**src/sv/dic_pkg.sv**
```systemverilog
// ----------------------------------------------------------------------------
// dic_pkg
// Shared types, codes and constants of the double / int64 converter.
// ----------------------------------------------------------------------------
package dic_pkg;

   localparam int unsigned WORD_W = 64;
   localparam int unsigned EXP_W  = 11;
   localparam int unsigned FRAC_W = 52;
   localparam int unsigned POS_W  = 6;

   localparam logic [EXP_W-1:0]  EXP_BIAS    = 11'd1023;
   localparam logic [WORD_W-1:0] INT_MAX_POS = 64'h7FFF_FFFF_FFFF_FFFF;
   localparam logic [WORD_W-1:0] INT_MIN_NEG = 64'h8000_0000_0000_0000;

   typedef enum logic [1:0] {
      MODE_D2I = 2'd0,
      MODE_S2D = 2'd1,
      MODE_U2D = 2'd2,
      MODE_NOP = 2'd3
   } mode_type;

   // Request held in the input register
   typedef struct packed {
      mode_type          mode;
      logic [WORD_W-1:0] operand;
   } req_type;

endpackage

```
**src/sv/double_int64_converter.sv**
```systemverilog
// ----------------------------------------------------------------------------
// double_int64_converter
// Converts between IEEE-754 double bits and signed or unsigned 64-bit ints.
// ----------------------------------------------------------------------------
// channel  ports                         direction
// request  req_valid req_ready req_mode  in
//          req_operand
// response rsp_valid rsp_ready rsp_result out
//
// Two register stages: input register, conversion logic, result register.
// One request per cycle sustained while rsp_ready stays high; each request moves from input to result register.
// The conversion logic (leading-one search and barrel shift) sets the clock.
// Reset clears both valid flags; a stalled response holds the result register and a full input register.
// ----------------------------------------------------------------------------
module double_int64_converter
   import dic_pkg::*;
(
   input  logic              clock,
   input  logic              reset,
   input  logic              req_valid,
   output logic              req_ready,
   input  logic [1:0]        req_mode,
   input  logic [WORD_W-1:0] req_operand,
   output logic              rsp_valid,
   input  logic              rsp_ready,
   output logic [WORD_W-1:0] rsp_result
);

   logic              in_vld_ff, in_vld_in;
   req_type           in_ff, in_in;
   logic              out_vld_ff, out_vld_in;
   logic [WORD_W-1:0] out_ff, out_in;
   logic              out_take;
   logic [WORD_W-1:0] int_val, dbl_val, mag;
   logic              sign;

   // Advance when the result register frees or is empty
   assign out_take  = !out_vld_ff || rsp_ready;
   assign req_ready = !in_vld_ff || out_take;

   assign in_vld_in  = req_ready ? req_valid : in_vld_ff;
   assign in_in      = req_ready ? req_type'({req_mode, req_operand}) : in_ff;
   assign out_vld_in = out_take ? in_vld_ff : out_vld_ff;

   dic_to_int u_to_int (.bits(in_ff.operand), .value(int_val));

   // Take the magnitude of a negative signed operand
   assign sign = (in_ff.mode == MODE_S2D) && in_ff.operand[WORD_W-1];
   assign mag  = sign ? (WORD_W'(0) - in_ff.operand) : in_ff.operand;

   dic_to_double u_to_double (.mag(mag), .sign(sign), .value(dbl_val));

   always_comb begin
      out_in = out_ff;
      if (out_take) begin
         unique case (in_ff.mode)
            MODE_D2I: out_in = int_val;
            MODE_S2D: out_in = dbl_val;
            MODE_U2D: out_in = dbl_val;
            default:  out_in = '0;
         endcase
      end
   end

   always_ff @(posedge clock) begin
      if (reset) begin
         in_vld_ff  <= 1'b0;
         out_vld_ff <= 1'b0;
      end else begin
         in_vld_ff  <= in_vld_in;
         out_vld_ff <= out_vld_in;
      end
      in_ff  <= in_in;
      out_ff <= out_in;
   end

   assign rsp_valid  = out_vld_ff;
   assign rsp_result = out_ff;

`ifndef NO_ASSERTIONS
   a_hold_stall: assert property (@(posedge clock) disable iff (reset)
      out_vld_ff && !rsp_ready |=> out_vld_ff && $stable(out_ff))
      else $error("result changed while stalled");
   a_ready_free: assert property (@(posedge clock) disable iff (reset)
      !in_vld_ff |-> req_ready)
      else $error("empty input stage not ready");
   a_flow: assert property (@(posedge clock) disable iff (reset)
      in_vld_ff && out_take |=> out_vld_ff)
      else $error("request lost between stages");
`endif

endmodule

```
**src/sv/dic_to_int.sv**
```systemverilog
// ----------------------------------------------------------------------------
// dic_to_int
// Double bits to signed 64-bit integer, truncating toward zero, saturating.
// ----------------------------------------------------------------------------
module dic_to_int
   import dic_pkg::*;
(
   input  logic [WORD_W-1:0] bits,
   output logic [WORD_W-1:0] value
);

   logic              neg;
   logic [EXP_W-1:0]  exp_raw;
   logic [EXP_W:0]    e;
   logic [WORD_W-1:0] mant;
   logic [WORD_W-1:0] mag;
   logic [POS_W-1:0]  sh;

   assign neg     = bits[WORD_W-1];
   assign exp_raw = bits[WORD_W-2 -: EXP_W];
   assign e       = {1'b0, exp_raw} - {1'b0, EXP_BIAS};
   assign mant    = {{(WORD_W-FRAC_W-1){1'b0}}, 1'b1, bits[FRAC_W-1:0]};
   assign sh      = e[POS_W-1:0];

   // Shift the mantissa into place, then saturate or negate
   always_comb begin
      if (sh > POS_W'(FRAC_W)) begin
         mag = mant << (sh - POS_W'(FRAC_W));
      end else begin
         mag = mant >> (POS_W'(FRAC_W) - sh);
      end
      if (e[EXP_W]) begin
         value = '0;
      end else if (e >= (EXP_W+1)'(63)) begin
         value = neg ? INT_MIN_NEG : INT_MAX_POS;
      end else begin
         value = neg ? (WORD_W'(0) - mag) : mag;
      end
   end

endmodule

```
**src/sv/dic_to_double.sv**
```systemverilog
// ----------------------------------------------------------------------------
// dic_to_double
// Integer magnitude to double bits: leading-one search, truncated fraction.
// ----------------------------------------------------------------------------
module dic_to_double
   import dic_pkg::*;
(
   input  logic [WORD_W-1:0] mag,
   input  logic              sign,
   output logic [WORD_W-1:0] value
);

   logic [POS_W-1:0]  top;
   logic [WORD_W-1:0] norm;

   // Find the leading one
   always_comb begin
      top = '0;
      for (int i = 0; i < WORD_W; i++) begin
         if (mag[i]) top = POS_W'(i);
      end
   end

   // Move the leading one to bit 63; the next 52 bits form the fraction
   assign norm = mag << (POS_W'(WORD_W-1) - top);

   always_comb begin
      if (mag == '0) begin
         value = '0;
      end else begin
         value = {sign, EXP_BIAS + EXP_W'(top), norm[WORD_W-2 -: FRAC_W]};
      end
   end

endmodule

```
**config.mk**
```make
export PLATFORM = sky130hd
export DESIGN_NAME = double_int64_converter
export DESIGN_NICKNAME = d
export VERILOG_FILES = /design/src/sv/dic_pkg.sv /design/src/sv/double_int64_converter.sv /design/src/sv/dic_to_int.sv /design/src/sv/dic_to_double.sv
export SDC_FILE = /design/constraint.sdc
export NUM_CORES = 1
export LEC_CHECK = 0
export BUFFER_PORTS_ARGS = -buffer_cell sky130_fd_sc_hd__buf_4
export CAP_MARGIN = 30
export CELL_PAD_IN_SITES_DETAIL_PLACEMENT = 0
export CELL_PAD_IN_SITES_GLOBAL_PLACEMENT = 1
export CORE_MARGIN = 2
export CORE_UTILIZATION = 30
export DETAILED_ROUTE_END_ITERATION = 8
export PLACE_DENSITY_LB_ADDON = 0.1
export SYNTH_ARGS = -nofsm -noshare
export SYNTH_HDL_FRONTEND = slang
export SYNTH_SLANG_ARGS = --single-unit
```
**constraint.sdc**
```tcl
create_clock -name clock -period 16.8 [get_ports clock]
set_input_delay 2.52 -clock clock [delete_from_list [all_inputs] [get_ports clock]]
set_output_delay 2.52 -clock clock [all_outputs]
set_load 0.01 [all_outputs]
```
* Yosys cells after proc, flatten, opt, wreduce, memory -nomap -nowiden
Cells that the tools add are included.
Word-level totals: register bits 132, bits of input ports 70, output and inout port bits 66, logic and storage cells 98
Operators by class: add/sub/neg operators 7, magnitude comparators 2, eq/ne operators 2, shift operators 3, mux-type cells 71, reductions and logical operators 8
Operators with widths (count):
- 2-to-1 mux 64 bit | 7
- 2-to-1 mux 6 bit | 32
- case mux 64 bit (2 select lines) | 1
- subtractor 1 x 64 -> 64 bit, first input constant | 2
- 2-to-1 mux 5 bit | 16
- logical NOT 64 bit | 1
- left shift 53 x 6 -> 64 bit | 1
- left shift 64 x 6 -> 63 bit | 1
- >> shifter 53 x 6 -> 64 bit | 1
- 2-to-1 mux 4 bit | 8
- greater-or-equal comparator 12 x 6 -> 1 bit, second input constant | 1
- 2-to-1 mux 3 bit | 4
- subtractor 11 x 10 -> 12 bit, second input constant | 1
- subtractor 6 bit, first input constant | 2
- adder 10 x 6 -> 11 bit, first input constant | 1
- greater-than comparator 6 bit, second input constant | 1
- subtractor 6 bit, second input constant | 1
- 2-to-1 mux 2 bit | 2
- equality test 2 x 1 -> 1 bit, second input constant | 1
- equality test 2 bit, second input constant | 1
- logical NOT 1 bit | 2
- logical NOT 2 bit | 1
- logical OR 1 bit | 2
- OR reduction 2 bit | 1
- other kinds (2) | 2

* Depth between registers and ports, before layout
Gate-level depths: netlist of run 1.
depth after elaboration 70, mapped depth 28, gate-level depth less buffers 20

* Hierarchy
A second synthesis of run 1 with hierarchy kept.
Unflattened totals: cell total of the unflattened synthesis 2904, area, all modules 22539.1 um2
Modules (own cells, without submodules):
- dic_to_int | instances 1, cells an instance 1489, area each 10090.9 um2, sequential area each 0.0 um2
- double_int64_converter | instances 1, cells an instance 530, area each 6407.4 um2, sequential area each 3943.8 um2
- dic_to_double | instances 1, cells an instance 885, area each 6040.8 um2, sequential area each 0.0 um2

* Least setup slack after synthesis of run 1
OpenSTA, ideal clock, no wires.
path kind reg2reg, start register in_ff[52] in the netlist's numbering, end register out_ff[62] (netlist: rsp_result[62]), data pin, setup time 270 ps, data arrival time 6329 ps, required time 16530 ps, setup slack 10201 ps, stages on the path, launching flop included 28, path buffers 11, clock period less this slack 6599 ps, cell sequence edfxtp_1 > clkinv_1 > clkbuf_1 > clkbuf_1 > clkbuf_1 > buf_1 > ha_1 > buf_4 > buf_4 > buf_4 > buf_2 > buf_2 > buf_2 > clkbuf_1 > mux2_2 > o21ai_0 > nor2_1 > a21oi_1 > nand2_1 > nand2_1 > a221o_1 > nand2_1 > nor3_1 > nand3_1 > nor3b_1 > mux2i_1 > a22oi_1 > a21oi_1
Between the ends: word-level cells in the longest chain between the ends 17, elaborated cells between the ends (all ways) 30, those cells by class 6 x add/sub; 2 x order compare; 2 x shift; 19 x mux; 1 x reduce/logical
Ends and longest elaborated chain:
- start: declaration | line double_int64_converter.sv:30 | req_type in_ff, in_in;
- start signal: assignment | line double_int64_converter.sv:73 | in_ff <= in_in;
- branches (longest 16 deep; another with subtractor 1 x 64 -> 64 bit)
- case mux 64 bit (2 select lines) (*) | line double_int64_converter.sv:56 | unique case (in_ff.mode)
- end signal: assignment | line double_int64_converter.sv:74 | out_ff <= out_in;
- end: declaration | line double_int64_converter.sv:32 | logic [WORD_W-1:0] out_ff, out_in;
Mark *: on every way between the ends. A chain may end at the register's enable or synchronous reset.

* Worst setup path in the final report of run 1
start register in_ff[52] in the netlist's numbering, end register out_ff[45] (netlist: rsp_result[45]), data pin
Between the ends: word-level cells in the longest chain between the ends 18, elaborated cells between the ends (all ways) 31, those cells by class 6 x add/sub; 2 x order compare; 3 x shift; 19 x mux; 1 x reduce/logical
Ends and longest elaborated chain:
- subtractor 1 x 64 -> 64 bit | line double_int64_converter.sv:49 | assign mag = sign ? (WORD_W'(0) - in_ff.operand) : in_ff.operand;
- 2-to-1 mux 64 bit | line double_int64_converter.sv:49
- 2-to-1 mux 6 bit (12 in series) | line dic_to_double.sv:20 | if (mag[i]) top = POS_W'(i);
- subtractor 6 bit | line dic_to_double.sv:25 | assign norm = mag << (POS_W'(WORD_W-1) - top);
- left shift 64 x 6 -> 63 bit | line dic_to_double.sv:25
- 2-to-1 mux 64 bit | line dic_to_double.sv:28 | if (mag == '0) begin
- case mux 64 bit (2 select lines) (*) | line double_int64_converter.sv:56
Every way passes the cells marked *; elsewhere a longest branch is shown, timed or not.

==> out/results.ini, run 1 <==
[global_routing]
grtUsageTotal_pct=32.0
grt_max_degree=133
grt_pass1_vias=24400
grt_pass1_wl_um=190000
overflow=0
antenna_found_initial=5

[route]
via_count=26500
first_iter_violations=3739
wire_per_inst_um=33.7
wirelength_um=135000
drtPass1Iterations=6
drc=0
ant_nets=0
via_per_inst=6.59

[sta]
final_max_slew_viol_count=0
worst_pin_slew_ns=1.16
setup_tns_ns=0
max_freq_ghz=0.109
min_period_over_period_pct=54.4
setup_viol=0
slew_headroom_pct=22.6
finClkSkew_ns=0.0290
rsz0062_at_grt=false
layout_min_cycle_time_ns=9.14
hold_viol_final=0
worst_slack_ns=7.66

[synthesis]
ys_warn_count=0
post_synth_num_cell_types=108
synthArstFlopShare_pct=0
syn_area_um2=24100
synth_nets=3091
synthFlopType=edfxtp_1
synth-edff-count=130
synth_area_per_cell_um2=8.03
ys_seq_area_share_pct=16.3
synth_cells=3005
synth_seq_cells=132

[clock_network]
cts_inserted_buffers=17
post_cts_buffers=0
cts_root_buffer=clkbuf_16
cts_max_path_buffers=2
post_cts_resized=0
clock_latency_ns=0.51
cts_max_level=4
clk_pin_slew_worst_paths_ns=0.09
tritoncts=done
ctsHoldBuffers=0
cts.sinks=132

[layout]
area_growth_pct=10.0
drive_above_1_share_pct=19.4
regArea_um2=3940
multi_input_area_um2=18800
mostFrequentLayoutCells=nor2_1 (316), nand2_1 (301), mux2i_1 (246)
layout_commonest_cell=nor2_1
final_util_pct=33.5
fill_cells=8357
nets=3035

[run_status]
outcome=completed

[worst_setup_path]
path_max_fanout=132
critPathKind=reg -> reg
critPathArrivalTime_ns=9.35
cp.required_ns=17.01
start_kind=register
endpoint_kind=register

[floorplanning]
core_area_um2=79300
placementRows=103
die_area_um2=82700
io_pins=136
start_util_pct=30.4
die_w_um=288
die_y_um=288

[pwr]
p_leak_nw=9.76
vdd_drop_max_mv=0.0700
pwr_density_cell_nw_per_um2=83.2
power_mw=2.21

[place]
port_buffers=135
dp_slack_ns=7.86
routabilityCongestion=0.986
hpwl_um=105000

[job]
maxCapViolCount=0

[min_path]
hold_class=reg -> reg

critical path, cell delays in order (launching register included):
cell and delay [ns]:
edfxtp_1 0.37, buf_12 0.51, clkinv_1 0.14, buf_4 0.35, ha_4 0.58, buf_4 0.77, buf_4 0.81, mux4_2 0.62
mux2_2 0.28, a21oi_1 0.69, mux2i_1 0.18, a22o_1 0.40, or4b_1 0.56, nor4_2 0.56, o2111ai_2 0.30, nor3_2 0.51
nand2_1 0.14, and4_1 0.22, o31ai_1 0.48, a41oi_1 0.20
cells in the mapped netlist, types with 12 or more instances:
cell type,instances,area [µm²]
or3_1,29,181
ha_1,16,200
a211oi_1,31,233
or4_1,15,113
nor2_1,317,1190
and3_1,18,113
and2_1,26,163
o22ai_1,33,206
clkbuf_1,173,649
o32ai_1,14,123
nand4_1,49,307
a41oi_1,16,140
buf_1,22,82.6
mux2_2,99,1110
o21ai_0,154,771
a22o_1,13,114
nand2b_1,23,144
a21oi_1,205,1030
o21ai_1,12,60.1
mux4_2,129,2910
edfxtp_1,130,3900
a22oi_1,25,188
o31ai_1,34,255
nor3_1,74,370
xnor2_1,64,561
nand2_1,303,1140
buf_2,77,385
o21a_1,14,105
mux2i_1,246,2460
xor2_1,40,350
buf_4,29,218
a31oi_1,51,319
or2_2,19,119
o211ai_1,49,368
nor4_1,28,175
inv_1,46,173
nand3_1,91,455
o221ai_1,18,158
a2bb2oi_1,14,123
a221oi_1,21,184
logic make-up (layout without fill, tap and decap cells):
kind of cell | count (synthesis) | in the layout | share of synthesized area [%]
AND/OR/NAND/NOR | 1069 | 1069 | 21.5
AO/OA/AOI/OAI | 844 | 844 | 23.6
XOR/XNOR | 109 | 109 | 4.16
flip-flops | 132 | 132 | 16.3
multiplexers | 476 | 476 | 27.0
buffers and inverters | 359 | 316 | 6.58
other | 0 | 4 | 0
adder cells (fa/ha/maj) | 16 | 16 | 0.830
flip-flops by register name (all words and copies together) (netlist names):
signal	cells
in_vld_ff	1
rsp_result	64
in_ff	66
rsp_valid	1
power breakdown:
group | switching (mW) | total, mW | internal, mW | leakage (nW)
combinational | 0.911 | 1.37 | 0.463 | 8.05
sequential | 0.0361 | 0.441 | 0.405 | 1.44
clock | 0.198 | 0.393 | 0.195 | 0.268
total | 1.15 | 2.21 | 1.06 | 9.76
metal layers:
metal | share of wire, % | vias up | track usage, %
met5 | 0.025 | - | 0
met2 | 43 | 1621 | 48.0
met4 | 3.6 | 2 | 10.4
met3 | 10 | 196 | 7.26
met1 | 43 | 13200 | 45.1
li1 | - | 11500 | -
worst paths after layout:
kind | start | end | slack [ns] | depth (start not counted)
max | in_ff[52]$_DFFE_PP_ | rsp_result[45]$_DFFE_PP_ | 7.66 | 19
min | in_vld_ff$_SDFFE_PP0P_ | rsp_valid$_SDFFE_PP0P_ | 0.55 | 2
max reg2reg | in_ff[52]$_DFFE_PP_ | rsp_result[45]$_DFFE_PP_ | 7.66 | 19
min reg2reg | in_vld_ff$_SDFFE_PP0P_ | rsp_valid$_SDFFE_PP0P_ | 0.55 | 2
metrics by stage:
step	cell area, µm²	cells	hold slack, ns
4_1_cts	26500	4012	0.543
3_3_place_gp	25900	3975	0.516
3_5_place_dp	26000	3980	0.524
6_report	26500	4016	0.550
5_1_grt	26500	4012	0.600
2_1_floorplan	24100	3005	0.463
final cells by class:
cell class                 count  area share, %
antenna                        4         0.0377
clock buffer                  17           1.60
clock inverter                15          0.509
inverter                      52          0.740
multi-input combinational   2514           70.7
sequential                   132           14.9
tap                         1050           4.95
timing repair buffer         232           6.64
No activity file was read; power rests on OpenSTA's default activity.
==> run 2: changes to the inputs <==
- ABC_AREA: not set -> 1
- clock period: 16.8 -> 7.75 ns (I/O delays scaled with it)
==> out/results.ini, run 2 <==
[route]
via_count=24800
wire_per_inst_um=25.4
first_iter_violations=3021
drc=0
via_per_inst=5.58
drtPass1Iterations=5
ant_nets=0
wirelength_um=113000

[sta]
slew_headroom_pct=25.4
max_freq_ghz=0.137
finClkSkew_ns=0.0209
setup_tns_ns=0
layout_min_cycle_time_ns=7.27
final_max_slew_viol_count=0
setup_viol=0
min_period_over_period_pct=93.9
hold_ws_ns=0.481
hold_viol_final=0
worst_pin_slew_ns=1.11

[synthesis]
synth_nets=3608
syn_area_um2=19900
synth_top_area_share_pct=19.7
ys_top_cells_by_count=nand2_1 (993), nand3_1 (525), o21ai_0 (399)
ys_warn_count=0
post_synth_num_cell_types=64
synthMostInstantiatedCell=nand2_1
synth-edff-count=130
synth_area_leaders=edfxtp_1 (20%), nand2_1 (19%), nand3_1 (13%)
synth_top_cell_by_area=edfxtp_1
ys_seq_area_share_pct=19.9
synth_seq_cells=132
synthFlopType=edfxtp_1
synth_cells=3522
synth_area_per_cell_um2=5.64
synthArstFlopShare_pct=0

[layout]
mostFrequentLayoutCells=nand2_1 (988), nand3_1 (523), o21ai_0 (399)
regMostFlops=in_ff
drive_above_1_share_pct=10.7
area_growth_pct=13.8
final_area_um2=22600
diodes=0
largest_register_ffs=66
nets=3650
instances_no_fill=4441
layout_commonest_cell=nand2_1

[floorplanning]
die_w_um=261
die_y_um=261
start_util_pct=30.3
io_pins=136
placementRows=94
die_area_um2=68200
core_area_um2=65600

[global_routing]
grt_pass1_vias=23400
grtUsageTotal_pct=32.7
grt_max_degree=73
overflow=0
antenna_found_initial=0
grt_pass1_wl_um=163000

[min_path]
hold_path_startpoint=in_vld_ff$_SDFFE_PP0P_
hold_class=reg -> reg

[pwr]
p_leak_nw=10.3
vdd_drop_max_mv=0.203
power_frac_seq_pct=20.6
power_frac_clock_pct=18.2
switching_share_pct=54.0
intPower_mw=2.11
pwr_density_cell_nw_per_um2=203
switchingPower_mw=2.48
comb_power_share_pct=61.2

[clock_network]
cts_root_buffer=clkbuf_16
cts_max_level=4
tritoncts=done
ctsHoldBuffers=0
cts.sinks=132
clk_pin_slew_worst_paths_ns=0.08
cts_inserted_buffers=17
clock_latency_ns=0.49
cts_max_path_buffers=2

[job]
maxCapViolCount=0

[worst_setup_path]
cp_common_cell=nand2_1
cp-startpoint=in_ff[2]$_DFFE_PP_
max_stage_delay_ns=0.57
start_kind=register
cp.required_ns=7.99
critPathKind=reg -> reg
r2r-start=in_ff[2]$_DFFE_PP_
worst_path_max_delay_cell=xor2_1
path_max_fanout=33
critPathArrivalTime_ns=7.51
endpoint_kind=register

[place]
placed_cells=4404
hpwl_um=92000
dpl-instance-area_um2=21800
port_buffers=135
routabilityCongestion=1.05

[run_status]
outcome=completed

run 2: cell count changes in the layout (fill, tap and decap cells not counted), sizes merged, moves of 26 or more:
cell   change
a31oi     -40
nor4      -32
and2      -28
nand2    +695
mux2i    -222
nand3    +442
or3       -29
o21ai    +251
inv      +289
mux2     -101
o22ai     -26
mux4     -129
xnor2     -62
run 2: power by group through the flow:
stage	sequential [mW]	clock (mW)	combinational [mW]
final	0.947	0.834	2.81
after global routing	0.956	0.876	3.04
after CTS	0.949	0.855	2.74
after detailed placement	0.964	0	2.73
after global placement	0.964	0	2.74
after floorplan	0.975	0	1.59
run 2: final cells by class:
class,instances,area (µm²)
fillers,7551,43000
multi-input cells,2818,13700
flip-flops and latches,132,3940
repair buffers,245,1910
inverters,350,1340
well taps,864,1080
clock buffers,17,425
clock inverters,15,146
run 2: stage by stage:
| step | util [%] | total power [mW] | worst slack (ns) |
|---|---|---|---|
| floorplan | - | 2.57 | 0.123 |
| global placement | 33.2 | 3.71 | -0.640 |
| detailed placement | 33.2 | 3.69 | -0.632 |
| CTS | 34.1 | 4.54 | 0.0928 |
| global route | 34.4 | 4.87 | -0.00818 |
| finish | 34.4 | 4.59 | 0.476 |
run 2: worst paths after layout:
kind                                            endpoint  slack [ns]  cells past startpoint
worst max-delay path            rsp_result[42]$_DFFE_PP_        0.48                     56
worst min register to register    rsp_valid$_SDFFE_PP0P_        0.48                      2
worst max register to register  rsp_result[42]$_DFFE_PP_        0.48                     56
worst min-delay path              rsp_valid$_SDFFE_PP0P_        0.48                      2
run 2: cell families (layout without fill, tap and decap cells):
| group | count (synthesis) | count (layout) | synth area share, % |
|---|---|---|---|
| AND/OR/NAND/NOR | 1964 | 1964 | 42.7 |
| AO/OA/AOI/OAI | 753 | 753 | 20.6 |
| buffers and inverters | 572 | 627 | 11.9 |
| flip-flops | 132 | 132 | 19.9 |
| XOR/XNOR | 61 | 61 | 2.69 |
| multiplexers | 24 | 24 | 1.21 |
| adder cells (fa/ha/maj) | 16 | 16 | 1.01 |
run 2: layer usage:
layer | vias up | global-route usage (%) | part of all wire [%]
met5 | - | 0 | 0
met4 | 0 | 15.6 | 5.5
met3 | 166 | 4.74 | 6.3
met2 | 1088 | 51.8 | 44
met1 | 11700 | 43.8 | 44
li1 | 11900 | - | -
run 2: worst max-delay path, delay by kind of cell (launching register included):
| kind | cells | cell delay (ns) |
|---|---|---|
| flops | 1 | 0.52 |
| compound gates | 1 | 0.24 |
| simple gates | 50 | 4.95 |
| xor+xnor | 1 | 0.57 |
| buf+inv | 4 | 0.77 |
run 2: repair_timing:
action / in CTS / in global routing
setup endpoints to repair: 27 / 61
setup buffers: 0 / 4
resized for setup: 4 / 28
pin swaps: 0 / 1
cloned: 0 / 0
